$ cat src/hw/rtl/assert_macros.svh
// ----------------------------------------------------------------------------
// assert_macros.svh
// Shared concurrent assertion macros, clocked on clk and disabled in reset.
// ----------------------------------------------------------------------------
`ifndef ASSERT_MACROS_SVH
`define ASSERT_MACROS_SVH

// Check a condition at every clock edge outside reset
`define ASSERT_ALWAYS(label, cond, msg) \
  label: assert property (@(posedge clk) disable iff (rst) (cond)) else $error(msg);

// Check a same-cycle implication
`define ASSERT_IMPL(label, ante, cons, msg) \
  label: assert property (@(posedge clk) disable iff (rst) (ante) |-> (cons)) else $error(msg);

// Check a next-cycle implication
`define ASSERT_NEXT(label, ante, cons, msg) \
  label: assert property (@(posedge clk) disable iff (rst) (ante) |=> (cons)) else $error(msg);

`endif

$ cat src/hw/rtl/stbl_pkg.sv
// ----------------------------------------------------------------------------
// stbl_pkg
// Types, codes and constants of the soft timer bank and LED blinker.
// ----------------------------------------------------------------------------
package stbl_pkg;

  localparam int NumTimers = 8;
  localparam int Prescale  = 10;
  localparam logic [3:0] PrescaleLoad = 4'(Prescale);

  typedef logic [15:0] count_word_t;
  typedef logic [1:0]  req_t;
  typedef logic [2:0]  tid_t;
  typedef logic [2:0]  alarm_t;
  typedef logic [1:0]  phase_t;
  typedef logic [1:0]  cfg_idx_t;

  // Request codes
  localparam req_t ReqTick  = 2'd0;
  localparam req_t ReqArm   = 2'd1;
  localparam req_t ReqClear = 2'd2;
  localparam req_t ReqRead  = 2'd3;

  // Timer identifiers
  localparam tid_t TAdc = 3'd0;
  localparam tid_t TTmo = 3'd1;
  localparam tid_t TSta = 3'd2;
  localparam tid_t TWar = 3'd3;
  localparam tid_t TFlt = 3'd4;
  localparam tid_t TBit = 3'd5;
  localparam tid_t TTmp = 3'd6;
  localparam tid_t TDrf = 3'd7;

  // Alarm codes
  localparam alarm_t AlarmNone     = 3'd0;
  localparam alarm_t AlarmPower    = 3'd1;
  localparam alarm_t AlarmSelfTest = 3'd2;
  localparam alarm_t AlarmEeprom   = 3'd3;
  localparam alarm_t AlarmIrOffset = 3'd4;

  // Slot phases
  localparam phase_t PhaseRefresh = 2'd0;
  localparam phase_t PhaseBlink   = 2'd1;
  localparam phase_t PhaseFault   = 2'd2;
  localparam phase_t PhasePeriod  = 2'd3;

  // Configuration register indexes
  localparam cfg_idx_t CfgSelfTestAuto = 2'd0;
  localparam cfg_idx_t CfgWarmUp       = 2'd1;
  localparam cfg_idx_t CfgStartCount   = 2'd2;

  // Configuration reset values
  localparam logic        SelfTestAutoRst = 1'b1;
  localparam logic [14:0] WarmUpRst       = 15'd300;
  localparam logic [15:0] StartCountRst   = 16'd0;

  // Count words: bit 15 runs the timer, bits 14..0 hold the count
  localparam count_word_t Run       = 16'h8000;
  localparam count_word_t AdcReload = 16'h8003;
  localparam count_word_t StaReload = 16'h804A;
  localparam count_word_t StaOff    = 16'h803E;
  localparam count_word_t WarReload = 16'h8004;
  localparam count_word_t FltReload = 16'h804A;
  localparam count_word_t FltHit0   = 16'h8000;
  localparam count_word_t FltHit1   = 16'h800A;
  localparam count_word_t FltHit2   = 16'h8014;
  localparam count_word_t FltHit3   = 16'h801E;
  localparam count_word_t BitReload = 16'h85DB;
  localparam count_word_t TmpReload = 16'h8018;
  localparam count_word_t DrfReset  = 16'h8018;
  localparam count_word_t DrfReload = 16'h807C;

  typedef struct packed {
    req_t        req;
    tid_t        id;
    logic        en;
    logic [14:0] cnt;
    alarm_t      alarm;
  } req_word_t;

  typedef struct packed {
    count_word_t cnt;
    logic        fire;
  } cd_t;

  // One step of a running timer: reload and fire on expiry, else decrement
  function automatic cd_t count_down(count_word_t c, count_word_t reload);
    cd_t r;
    r.cnt  = c;
    r.fire = 1'b0;
    if (c[15]) begin
      if (c == Run) begin
        r.cnt  = reload;
        r.fire = 1'b1;
      end else begin
        r.cnt = c - 16'd1;
      end
    end
    return r;
  endfunction

  // Self-test count word after warm-up load
  function automatic count_word_t self_test_load(logic auto_start, logic [14:0] warm);
    count_word_t r;
    r = '0;
    if (auto_start) begin
      r = 16'(Run + {1'b0, warm} - 16'd1);
    end
    return r;
  endfunction

endpackage

$ cat src/hw/rtl/soft_timer_bank_led_blinker.sv
// An accepted word is held in the request register; its result goes to the result register.
// Throughput: one request word per cycle while req_stall is low; an empty request
// register takes a new word while a finished result waits. Timers update from one
// register stage: base timers on each tick, slot timers on a reload in their phase.
// Reset (rst, synchronous): timers, flags, prescaler, slot phase and
// configuration take their defaults at once; no clearing pass is needed.
// ----------------------------------------------------------------------------
// soft_timer_bank_led_blinker
// Eight soft timers on a base tick with a prescaled four-phase slot
// sequencer driving LED refresh, blink, toggle, fault flash and period timers.
// ----------------------------------------------------------------------------
`include "assert_macros.svh"

module soft_timer_bank_led_blinker (
  input  logic        clk,
  input  logic        rst,
  // request channel
  input  logic        req_valid,
  output logic        req_stall,
  input  logic [1:0]  req_type,
  input  logic [2:0]  timer_id,
  input  logic        arm_enable,
  input  logic [14:0] arm_count,
  input  logic [2:0]  alarm_state,
  // result channel
  output logic        rsp_valid,
  input  logic        rsp_stall,
  output logic        adc_due,
  output logic        timeout_flag,
  output logic        led_refresh_pulse,
  output logic        status_led_on,
  output logic        warning_led_on,
  output logic        fault_flash_flag,
  output logic [15:0] self_test_periods,
  output logic        temp_calc_due,
  output logic        drift_check_due,
  output logic [14:0] timer_value,
  output logic        timer_running,
  // configuration channel
  input  logic        cfg_valid,
  output logic        cfg_ready,
  input  logic [1:0]  cfg_index,
  input  logic [15:0] cfg_data
);

  stbl_pkg::req_word_t   s1;
  logic                  s1_valid;
  logic                  advance;
  logic                  process;

  stbl_pkg::count_word_t counts      [stbl_pkg::NumTimers];
  stbl_pkg::count_word_t counts_next [stbl_pkg::NumTimers];

  logic adc_flag, tmo_flag, sta_flag, war_flag, flt_flag, tmp_flag, drf_flag;
  logic adc_flag_next, tmo_flag_next, sta_flag_next, war_flag_next;
  logic flt_flag_next, tmp_flag_next, drf_flag_next;
  logic [15:0] periods, periods_next;

  logic [3:0]           prescale_count, prescale_next;
  stbl_pkg::phase_t     slot_phase, slot_next;

  logic        self_test_auto, self_test_auto_next;
  logic [14:0] warm_up_slots, warm_up_slots_next;
  logic [15:0] start_count, start_count_next;

  logic        pulse;
  logic [14:0] tval;
  logic        trun;

  logic        presc_ok;
  logic        presc_full;
  logic        refresh_tick;

  stbl_pkg::cd_t cd_adc, cd_tmo, cd_sta, cd_war, cd_flt, cd_bit, cd_tmp, cd_drf;

  // Move a word forward when the result register is free or being taken
  assign advance   = !rsp_valid || !rsp_stall;
  assign process   = s1_valid && advance;
  assign req_stall = s1_valid && !advance;
  assign cfg_ready = 1'b1;

  // Single timer steps, taken from the current counts
  always_comb begin
    cd_adc = stbl_pkg::count_down(counts[stbl_pkg::TAdc], stbl_pkg::AdcReload);
    cd_tmo = stbl_pkg::count_down(counts[stbl_pkg::TTmo], '0);
    cd_sta = stbl_pkg::count_down(counts[stbl_pkg::TSta], stbl_pkg::StaReload);
    cd_war = stbl_pkg::count_down(counts[stbl_pkg::TWar], stbl_pkg::WarReload);
    cd_flt = stbl_pkg::count_down(counts[stbl_pkg::TFlt], stbl_pkg::FltReload);
    cd_bit = stbl_pkg::count_down(counts[stbl_pkg::TBit], stbl_pkg::BitReload);
    cd_tmp = stbl_pkg::count_down(counts[stbl_pkg::TTmp], stbl_pkg::TmpReload);
    cd_drf = stbl_pkg::count_down(counts[stbl_pkg::TDrf], stbl_pkg::DrfReload);
  end

  // Apply one request word and any configuration write
  always_comb begin
    logic [3:0] presc_dec;
    logic       hit;
    counts_next         = counts;
    adc_flag_next       = adc_flag;
    tmo_flag_next       = tmo_flag;
    sta_flag_next       = sta_flag;
    war_flag_next       = war_flag;
    flt_flag_next       = flt_flag;
    tmp_flag_next       = tmp_flag;
    drf_flag_next       = drf_flag;
    periods_next        = periods;
    prescale_next       = prescale_count;
    slot_next           = slot_phase;
    self_test_auto_next = self_test_auto;
    warm_up_slots_next  = warm_up_slots;
    start_count_next    = start_count;
    pulse               = 1'b0;
    tval                = '0;
    trun                = 1'b0;
    presc_dec           = prescale_count - 4'd1;
    hit                 = 1'b0;

    if (process) begin
      unique case (s1.req)
        stbl_pkg::ReqTick: begin
          // base-rate timers
          counts_next[stbl_pkg::TAdc] = cd_adc.cnt;
          if (cd_adc.fire) adc_flag_next = 1'b1;
          counts_next[stbl_pkg::TTmo] = cd_tmo.cnt;
          if (cd_tmo.fire) tmo_flag_next = 1'b1;
          // prescaler and slot sequencer
          if (presc_dec != 4'd0) begin
            prescale_next = presc_dec;
          end else begin
            prescale_next = stbl_pkg::PrescaleLoad;
            slot_next     = slot_phase + 2'd1;
            case (slot_phase)
              stbl_pkg::PhaseRefresh: begin
                pulse = 1'b1;
              end
              stbl_pkg::PhaseBlink: begin
                counts_next[stbl_pkg::TSta] = cd_sta.cnt;
                if (cd_sta.fire) begin
                  sta_flag_next = 1'b1;
                end else if (counts[stbl_pkg::TSta] == stbl_pkg::StaOff) begin
                  sta_flag_next = 1'b0;
                end
                counts_next[stbl_pkg::TWar] = cd_war.cnt;
                if (cd_war.fire) war_flag_next = !war_flag;
              end
              stbl_pkg::PhaseFault: begin
                counts_next[stbl_pkg::TFlt] = cd_flt.cnt;
                case (s1.alarm)
                  stbl_pkg::AlarmPower:
                    hit = (cd_flt.cnt == stbl_pkg::FltHit0);
                  stbl_pkg::AlarmSelfTest:
                    hit = (cd_flt.cnt == stbl_pkg::FltHit0) ||
                          (cd_flt.cnt == stbl_pkg::FltHit1);
                  stbl_pkg::AlarmEeprom:
                    hit = (cd_flt.cnt == stbl_pkg::FltHit0) ||
                          (cd_flt.cnt == stbl_pkg::FltHit1) ||
                          (cd_flt.cnt == stbl_pkg::FltHit2);
                  stbl_pkg::AlarmIrOffset:
                    hit = (cd_flt.cnt == stbl_pkg::FltHit0) ||
                          (cd_flt.cnt == stbl_pkg::FltHit1) ||
                          (cd_flt.cnt == stbl_pkg::FltHit2) ||
                          (cd_flt.cnt == stbl_pkg::FltHit3);
                  default:
                    hit = 1'b0;
                endcase
                if (hit) flt_flag_next = 1'b1;
              end
              default: begin
                counts_next[stbl_pkg::TBit] = cd_bit.cnt;
                if (cd_bit.fire) periods_next = periods + 16'd1;
                counts_next[stbl_pkg::TTmp] = cd_tmp.cnt;
                if (cd_tmp.fire) tmp_flag_next = 1'b1;
                counts_next[stbl_pkg::TDrf] = cd_drf.cnt;
                if (cd_drf.fire) drf_flag_next = 1'b1;
              end
            endcase
          end
        end
        stbl_pkg::ReqArm: begin
          counts_next[s1.id] = {s1.en, s1.cnt};
        end
        stbl_pkg::ReqClear: begin
          unique case (s1.id)
            stbl_pkg::TAdc: adc_flag_next = 1'b0;
            stbl_pkg::TTmo: tmo_flag_next = 1'b0;
            stbl_pkg::TSta: sta_flag_next = 1'b0;
            stbl_pkg::TWar: war_flag_next = 1'b0;
            stbl_pkg::TFlt: flt_flag_next = 1'b0;
            stbl_pkg::TBit: periods_next  = '0;
            stbl_pkg::TTmp: tmp_flag_next = 1'b0;
            stbl_pkg::TDrf: drf_flag_next = 1'b0;
          endcase
        end
        stbl_pkg::ReqRead: begin
          tval = counts[s1.id][14:0];
          trun = counts[s1.id][15];
        end
      endcase
    end

    // Configuration write to a defined index reloads the self-test timer and its period count
    if (cfg_valid && cfg_ready) begin
      unique case (cfg_index)
        stbl_pkg::CfgSelfTestAuto: self_test_auto_next = cfg_data[0];
        stbl_pkg::CfgWarmUp:       warm_up_slots_next  = cfg_data[14:0];
        stbl_pkg::CfgStartCount:   start_count_next    = cfg_data;
        default: ;
      endcase
      if ((cfg_index == stbl_pkg::CfgSelfTestAuto) ||
          (cfg_index == stbl_pkg::CfgWarmUp) ||
          (cfg_index == stbl_pkg::CfgStartCount)) begin
        counts_next[stbl_pkg::TBit] =
          stbl_pkg::self_test_load(self_test_auto_next, warm_up_slots_next);
        periods_next = self_test_auto_next ? start_count_next : 16'd0;
      end
    end
  end

  // Timer state and configuration
  always_ff @(posedge clk) begin
    if (rst) begin
      self_test_auto <= stbl_pkg::SelfTestAutoRst;
      warm_up_slots  <= stbl_pkg::WarmUpRst;
      start_count    <= stbl_pkg::StartCountRst;
      counts[stbl_pkg::TAdc] <= stbl_pkg::AdcReload;
      counts[stbl_pkg::TTmo] <= '0;
      counts[stbl_pkg::TSta] <= '0;
      counts[stbl_pkg::TWar] <= '0;
      counts[stbl_pkg::TFlt] <= '0;
      counts[stbl_pkg::TBit] <=
        stbl_pkg::self_test_load(stbl_pkg::SelfTestAutoRst, stbl_pkg::WarmUpRst);
      counts[stbl_pkg::TTmp] <= stbl_pkg::TmpReload;
      counts[stbl_pkg::TDrf] <= stbl_pkg::DrfReset;
      adc_flag       <= 1'b0;
      tmo_flag       <= 1'b0;
      sta_flag       <= 1'b0;
      war_flag       <= 1'b0;
      flt_flag       <= 1'b0;
      tmp_flag       <= 1'b0;
      drf_flag       <= 1'b1;
      periods        <= stbl_pkg::SelfTestAutoRst ? stbl_pkg::StartCountRst : 16'd0;
      prescale_count <= stbl_pkg::PrescaleLoad;
      slot_phase     <= stbl_pkg::PhaseRefresh;
    end else begin
      self_test_auto <= self_test_auto_next;
      warm_up_slots  <= warm_up_slots_next;
      start_count    <= start_count_next;
      counts         <= counts_next;
      adc_flag       <= adc_flag_next;
      tmo_flag       <= tmo_flag_next;
      sta_flag       <= sta_flag_next;
      war_flag       <= war_flag_next;
      flt_flag       <= flt_flag_next;
      tmp_flag       <= tmp_flag_next;
      drf_flag       <= drf_flag_next;
      periods        <= periods_next;
      prescale_count <= prescale_next;
      slot_phase     <= slot_next;
    end
  end

  // Request register: take a new word whenever not stalled
  always_ff @(posedge clk) begin
    if (rst) begin
      s1_valid <= 1'b0;
    end else if (!req_stall) begin
      s1_valid <= req_valid;
    end
  end

  always_ff @(posedge clk) begin
    if (req_valid && !req_stall) begin
      s1.req   <= req_type;
      s1.id    <= timer_id;
      s1.en    <= arm_enable;
      s1.cnt   <= arm_count;
      s1.alarm <= alarm_state;
    end
  end

  // Result register: hold while stalled
  always_ff @(posedge clk) begin
    if (rst) begin
      rsp_valid <= 1'b0;
    end else if (advance) begin
      rsp_valid <= s1_valid;
    end
  end

  always_ff @(posedge clk) begin
    if (process) begin
      adc_due           <= adc_flag_next;
      timeout_flag      <= tmo_flag_next;
      led_refresh_pulse <= pulse;
      status_led_on     <= sta_flag_next;
      warning_led_on    <= war_flag_next;
      fault_flash_flag  <= flt_flag_next;
      self_test_periods <= periods_next;
      temp_calc_due     <= tmp_flag_next;
      drift_check_due   <= drf_flag_next;
      timer_value       <= tval;
      timer_running     <= trun;
    end
  end

  // Prescaler range, reload mark and the tick that ends a refresh slot
  assign presc_ok     = (prescale_count != 4'd0) &&
                        (prescale_count <= stbl_pkg::PrescaleLoad);
  assign presc_full   = (prescale_count == stbl_pkg::PrescaleLoad);
  assign refresh_tick = process && (s1.req == stbl_pkg::ReqTick) &&
                        (prescale_count == 4'd1) &&
                        (slot_phase == stbl_pkg::PhaseRefresh);

  // Prescaler stays within its reload range
  `ASSERT_ALWAYS(a_presc_range, presc_ok, "prescaler out of range")

  // Slot phase moves only together with a prescaler reload
  `ASSERT_IMPL(a_slot_step, slot_phase != $past(slot_phase), presc_full, "slot moved off wrap")

  // A tick on the last prescaler count in phase zero gives a refresh pulse
  `ASSERT_NEXT(a_refresh, refresh_tick, rsp_valid && led_refresh_pulse, "missing refresh pulse")

endmodule
$ cat config.mk
export PLATFORM = sky130hd
export DESIGN_NAME = soft_timer_bank_led_blinker
export DESIGN_NICKNAME = d
export VERILOG_FILES = /design/src/hw/rtl/stbl_pkg.sv /design/src/hw/rtl/soft_timer_bank_led_blinker.sv
export VERILOG_INCLUDE_DIRS = /design/src /design/src/hw/rtl
export SDC_FILE = /design/constraint.sdc
export NUM_CORES = 1
export LEC_CHECK = 0
export BUFFER_PORTS_ARGS = -buffer_cell sky130_fd_sc_hd__buf_2
export CORE_UTILIZATION = 35
export CTS_BUF_LIST = sky130_fd_sc_hd__clkbuf_4 sky130_fd_sc_hd__clkbuf_8
export DETAILED_ROUTE_END_ITERATION = 12
export PLACE_DENSITY = 0.62
export SYNTH_ARGS = -nofsm -noshare
export SYNTH_HDL_FRONTEND = slang
export SYNTH_SLANG_ARGS = --single-unit
$ cat constraint.sdc
create_clock -name clk -period 3 [get_ports clk]
set_input_delay 0.6 -clock clk [delete_from_list [all_inputs] [get_ports clk]]
set_output_delay 0.6 -clock clk [all_outputs]
set_load 0.02 [all_outputs]
==> results of run 1 <==
[power by group]
group | total (mW) | internal, mW | switching, mW
sequential | 3.79 | 3.63 | 0.164
clock | 3.80 | 2.11 | 1.69
combinational | 1.03 | 0.339 | 0.692
[cell usage in the layout, fill, tap and decap left out, drive strengths merged, types with 14 or more instances in the layout]
| cell | Yosys | routed |
|---|---|---|
| nand2 | 310 | 310 |
| a21oi | 228 | 228 |
| buf | 29 | 218 |
| dfxtp | 191 | 191 |
| nor2 | 174 | 174 |
| o21ai | 105 | 105 |
| inv | 76 | 77 |
| nor3 | 77 | 77 |
| a31oi | 69 | 69 |
| clkbuf | 142 | 69 |
| edfxtp | 64 | 64 |
| nand3 | 54 | 54 |
| a22oi | 51 | 51 |
| o32ai | 44 | 44 |
| mux2i | 42 | 42 |
| o22ai | 33 | 33 |
| nor4 | 33 | 33 |
| nand4 | 32 | 32 |
| a221oi | 24 | 24 |
| or3 | 24 | 24 |
| ha | 23 | 23 |
| and2 | 21 | 21 |
| o211ai | 18 | 18 |
| a22o | 18 | 18 |
| clkinv | 1 | 18 |
| and3 | 16 | 16 |
| nor2b | 16 | 16 |
| xnor2 | 15 | 15 |
| or4 | 14 | 14 |
[layer usage]
| layer | up-vias | wire length (um) | GRT usage (%) |
|---|---|---|---|
| met3 | 217 | 8000 | 6.97 |
| met4 | 2 | 3480 | 14.1 |
| li1 | 8275 | - | - |
| met5 | - | 11 | 0 |
| met2 | 1110 | 31100 | 44.5 |
| met1 | 8853 | 28800 | 39.4 |
[flip-flops by register name (all words and copies together) (netlist names), 2 cells and up]
signal	count
timer_value	15
slot_phase	2
s1	24
counts	128
prescale_count	4
periods	16
start_count	16
warm_up_slots	15
self_test_periods	16
[per-stage QoR]
| stage | hold WS, ns | total power [mW] |
|---|---|---|
| after floorplan | 0.434 | 4.38 |
| after global placement | 0.442 | 4.84 |
| after detailed placement | 0.446 | 4.85 |
| after CTS | 0.0899 | 8.64 |
| after global routing | 0.108 | 8.89 |
| final | 0.124 | 8.62 |
[path summary, 6_finish.rpt]
kind	start	endpoint	slack (ns)
max	s1[23]$_DFFE_PP_	counts[29]$_SDFFE_PP0P_	0.22
min	arm_enable	s1[18]$_DFFE_PP_	0.12
max reg2reg	s1[23]$_DFFE_PP_	counts[29]$_SDFFE_PP0P_	0.22
min reg2reg	start_count[8]$_SDFFE_PP0P_	start_count[8]$_SDFFE_PP0P_	0.46
[worst max-delay path, delay by kind of cell (launching register included)]
kind	cells	cell delay [ns]
buffers and inverters	3	0.79
AND/OR/NAND/NOR	2	0.76
AO/OA/AOI/OAI	2	0.75
flip-flops	1	0.42
[timing repair]
action                                 CTS  global route
endpoints found under the hold margin    0             0
setup endpoints to repair                0             1
hold buffers                             0             0
resized for setup                        0             3
[cell type report]
cell class | count | area (um2) | area share, %
Sequential cell | 255 | 5750 | 30.0
Inverter | 77 | 289 | 1.51
Tap cell | 607 | 759 | 3.97
Clock inverter | 23 | 190 | 0.993
Timing Repair Buffer | 218 | 1490 | 7.80
Clock buffer | 69 | 856 | 4.47
Multi-Input combinational cell | 1651 | 9810 | 51.3
[cells by family (layout without fill, tap and decap cells)]
group           count (synthesis)  in the layout  synth area share, %
simple gates                  833            833                 24.5
compound gates                722            722                 28.8
flops                         255            255                 34.8
buf+inv                       248            387                 5.93
mux                            48             48                 2.96
xor+xnor                       24             24                 1.27
fa+ha+maj                      23             23                 1.75
other cells                     1              1               0.0227
==> results.md, run 1 <==
* Outcome: finished, final reports clean
* Mean number of vias per cell at 6.36
* Die Area at 0.0480 mm2
* GRT Util Overall at 29.5%
* Sink Count at 255
* Max VDD drop at 0.000452 V
* Maxcap violations at 0
* Skew final at 0.0567 ns
* Total congestion overflow at 0
* Syn_nets at 2,224
* Hold Crit Class: input pin to flop
* Post-placement cell count at 2,808
* Row count at 79
* Commonest cells post-synth: nand2_1, a21oi_1, dfxtp_1
* Largest net degree at the start of global routing at 71
* Io pins at 90
* EDFF count, synth at 64
* Warnings from Yosys at 0
* Max Transition Viols Final at 0
* Finished Layout Cells at 2,900
* Detailed Route WL at 71,400 um
* Dpl ws at 0.225 ns
* Yosys cell types at 94
* LEAKAGE at 6.69 nW
* 1st-iter DRT viols at 2,107
* Async set or reset register ratio after synthesis at 0%
* Fin crit share at 92.8%
* Height of the chip at 219 um
* Area contributors post-synth: dfxtp_1, edfxtp_1, nand2_1, a21oi_1, nor2_1
* Placed cell areas at 0.0181 mm2
* Placeable Area at 0.0466 mm2
* Setup TNS at 0 ns
* Fmax at 0.359 GHz
* CTS tree: yes
* Power density cells at 450 mW/mm2
* CTS Buf Count at 49
* Maximum buffer depth of the clock tree at 3
* Final non-filler cell area at 0.0191 mm2
* CP max FO at 9
* Root buf cell: clkbuf_8
* CTS clk-pin slew, worst paths at 0.06 ns
* Final #Nets at 2,322
* Worst-Skew Late Latency at 0.67 ns
* Setup Buffers After CTS at 0
* HPWL Detailed at 50,800 um
* Synth top area share at 23.2%
* Vias at 18,500
* Worst setup margin at 0.216 ns
* DRT Pass-1 Iters at 6
* Share of cells above drive strength 1 at 15.6%
* Slew headroom at 36.3%
* Global-route wire length before repair at 107,000 um
* Initial core utilization at 35.4%
* Antenna diode count at 0
* Number of global-route vias before repair at 17,200
* Final Hold Vio Count at 0
* CP max-delay cell: o31ai_2
* DRC viols at 0
* Worst-Margin Slew at 0.956 ns
* Routed WL per cell at 24.6 um
* Worst Hold Depth at 1
* Final setup fails at 0
* CP endpoint kind: flop
* Routability cong. at 1.03
* H-tree levels at 2
* Seq cells post-synth at 255
* Critical Path Start Type: flop
* Arrival time at the worst endpoint at 3.35 ns
* Top-count cell post-synth: nand2_1
* Mapped Avg Cell Area at 7.66 um2
* Synthesized instance count at 2,154
* Area grow syn2layout at 16.1%
* FF-to-FF path depth at 7
* CP cell instances: buf_4, inv_1, nand2_1, o31ai_2, buf_4, nand2_1, o32ai_1
* Final min period at 2.78 ns
* Critical path class: flop to flop
* Top cell type by total area after synthesis: dfxtp_1
* Routed Antenna Nets at 0
* CP peak stage delay at 0.53 ns
* RSZ-0062 raised after global routing: no
* Fin util at 41.1%
* Synth Flop Type: dfxtp_1
* Number of port buffers at 88
* Filler Cells Inserted at 4,736
* Sequential area share after synthesis at 34.8%
* Die width at 219 um
* WP data required at 3.57 ns
* Mapped Area at 0.0165 mm2
* Initial antenna violation count at 2
No activity file was read; power rests on OpenSTA's default activity.
==> run 2, diff against run 1 <==
--- a/config.mk
+++ b/config.mk
@@ -10,6 +10,7 @@
 export CORE_UTILIZATION = 35
 export CTS_BUF_LIST = sky130_fd_sc_hd__clkbuf_4 sky130_fd_sc_hd__clkbuf_8
 export DETAILED_ROUTE_END_ITERATION = 12
+export GPL_TIMING_DRIVEN = 0
 export PLACE_DENSITY = 0.62
 export SYNTH_ARGS = -nofsm -noshare
 export SYNTH_HDL_FRONTEND = slang
==> run 2 against run 1 <==
  * Utilization is 0.42 points lower
  * Combinational power rose by 13%
  * Largest cell class unchanged
  * Sequential share of layout area rose by 0.31 points
  * Maximum frequency decreased by 9.4%
  * The run now ends with setup timing left
  * Setup slack worse by 0.29 ns
  * Critical path depth decreased by 1
  * Highest routed layer unchanged
==> results.md, run 2 (synthesis results as in run 1) <==
* HPWL Detailed at 59,200 um (+16%)
* Vias at 19,400 (+5.3%)
* Detailed Route WL at 82,200 um (+15%)
* CP peak stage delay at 0.53 ns (about the same)
* Hold Crit Class: input pin to flop
* CP max FO at 10 (+1)
* CP endpoint kind: flop
* Sw power at 2.62 mW (+3.0%)
* Arrival time at the worst endpoint at 3.40 ns (+0.05 ns)
* Global-route wire length before repair at 118,000 um (+9.8%)
* WP data required at 3.32 ns (-0.25 ns)
* CTS clk-pin slew, worst paths at 0.06 ns (about the same)
* H-tree levels at 2 (unchanged)
* Die width at 219 um (unchanged)
* Number of port buffers at 88 (unchanged)
* Fin crit share at 102% (+9.7 points)
* LEAKAGE at 6.41 nW (-4.1%)
* Largest net degree at the start of global routing at 50 (-30%)
* Cell mode on critical path: clkbuf_1
* Fin util at 40.7% (-0.42 points)
* Max Transition Viols Final at 0 (unchanged)
* DRC viols at 0 (unchanged)
* Cts hold-fix bufs at 0 (unchanged)
* Total congestion overflow at 0 (unchanged)
* Top flop regs: counts x128, s1 x24
* Routed WL per cell at 27.9 um (+13%)
* Largest reg by FF count: counts
* CP max-delay cell: edfxtp_1
* Area grow syn2layout at 14.9%
* RSZ-0062 raised after global routing: yes
* GRT Util Overall at 33.4% (+3.9 points)
* Root buf cell: clkbuf_8
* Share of cells above drive strength 1 at 12.9% (-2.7 points)
* Maximum buffer depth of the clock tree at 3 (unchanged)
* Critical path class: flop to flop
* Violated checks: setup timing
* Max reg flops at 128 (unchanged)
* Skew final at 0.0227 ns (-0.0340 ns)
* Initial core utilization at 35.4% (unchanged)
* Dpl ws at -1.23 ns (-1.46 ns)
* Placeable Area at 0.0466 mm2 (unchanged)
* Routability cong. at 1.04 (+1.0%)
* Critical Path Start Type: flop
* Commonest non-fill, non-tap cell in the layout: nand2_1
* Fmax at 0.325 GHz (-9.4%)
* Maxcap violations at 0 (unchanged)
* Flop pwr share at 43.9% (about the same)
* Max VDD drop at 0.000274 V (-39%)
* Io pins at 90 (unchanged)
* Height of the chip at 219 um (unchanged)
* Die Area at 0.0480 mm2 (unchanged)
* Final Hold Vio Count at 0 (unchanged)
* Worst-Margin Slew at 1.27 ns (+0.316 ns)
* Slew headroom at 15.2% (-21 points)
* Worst setup margin at -0.0748 ns (-0.290 ns)
* Number of global-route vias before repair at 17,500 (+1.7%)
* Outcome: finished, violations left
* Net Sw Frac at 30.8% (+1.3 points)
* Initial antenna violation count at 3 (+1)
* Final setup fails at 11 (+11)
* Routed Antenna Nets at 0 (unchanged)
* CTS Buf Count at 48 (-2.0%)
* Clock network power share at 42.5% (-1.6 points)
* Mean number of vias per cell at 6.61 (+3.8%)
* 1st-iter DRT viols at 3,054 (+45%)
* CP cell instances: clkbuf_1, or3b_2, clkbuf_1, o21ai_0, a221oi_1, a31oi_1
* P_int at 5.88 mW (-3.2%)
* Gate power share at 13.6% (+1.6 points)
* Row count at 79 (unchanged)
* Final min period at 3.07 ns (+0.290 ns)
* Sink Count at 255 (unchanged)
* Final #Nets at 2,364 (+1.8%)
* Hold_ws at 0.132 ns (+0.00850 ns)
* CTS tree: yes
* Worst-Skew Late Latency at 0.65 ns (-0.02 ns)
* DRT Pass-1 Iters at 6 (unchanged)
* Most frequent cells in the layout: nand2_1, a21oi_1, dfxtp_1
* Power density cells at 448 mW/mm2 (-0.38%)
## run 2: critical path, delay by kind of cell, from the launching register on
family          cells  cell delay (ns)
compound gates      3             1.11
buf+inv             2             0.89
flops               1             0.53
simple gates        1             0.22
## run 2: through the flow
step                total power, mW  cells  instance area (um2)  setup TNS, ns
floorplan                      4.38   2154                16500              0
global placement               4.87   2849                17700        -120.23
detailed placement             4.88   2850                17700        -120.89
CTS                            8.47   2937                18800        -0.0416
global route                   8.71   2939                18900        -0.0285
finish                         8.50   2941                19000         -0.358
## run 2: final cells by class
class	count	area, um2
timing repair buffer	97	515
tap	607	759
multi-input combinational	1651	9930
sequential	255	5750
clock buffer	71	871
inverter	77	315
fill	4791	27600
buffer	164	707
antenna	2	5.00
clock inverter	17	101
## run 2: worst paths after layout
kind                                                   from                            to  slack [ns]  depth (start not counted)
worst max-delay path                       s1[19]$_DFFE_PP_  timer_value[8]$_SDFFCE_PP0P_       -0.07                          6
worst min-delay path                           arm_count[0]               s1[3]$_DFFE_PP_        0.13                          1
worst max register to register             s1[19]$_DFFE_PP_  timer_value[8]$_SDFFCE_PP0P_       -0.07                          6
worst min register to register  start_count[8]$_SDFFE_PP0P_   start_count[8]$_SDFFE_PP0P_        0.46                          2
## run 2: what timing repair did
item                       in CTS  in global routing
hold endpoints to repair        0                  0
gates resized for setup        36                 46
setup endpoints to repair     177                124
buffers inserted                1                  7
pin swaps                       1                  3
## run 2: layer usage
metal  GRT usage [%]  wire length, um  vias up
met5               0               23        -
met4            17.0             4790        4
met3            8.66            10500      313
met2            48.4            34000     1382
met1            45.4            32800     9383
li1                -                -     8350
## run 2: power by group through the flow
stage / clock network (mW) / registers (mW) / logic, mW
6_report: 3.61 / 3.73 / 1.16
5_1_grt: 3.78 / 3.73 / 1.20
4_1_cts: 3.65 / 3.72 / 1.10
3_5_place_dp: 0 / 3.80 / 1.08
3_3_place_gp: 0 / 3.80 / 1.07
2_1_floorplan: 0 / 3.79 / 0.595
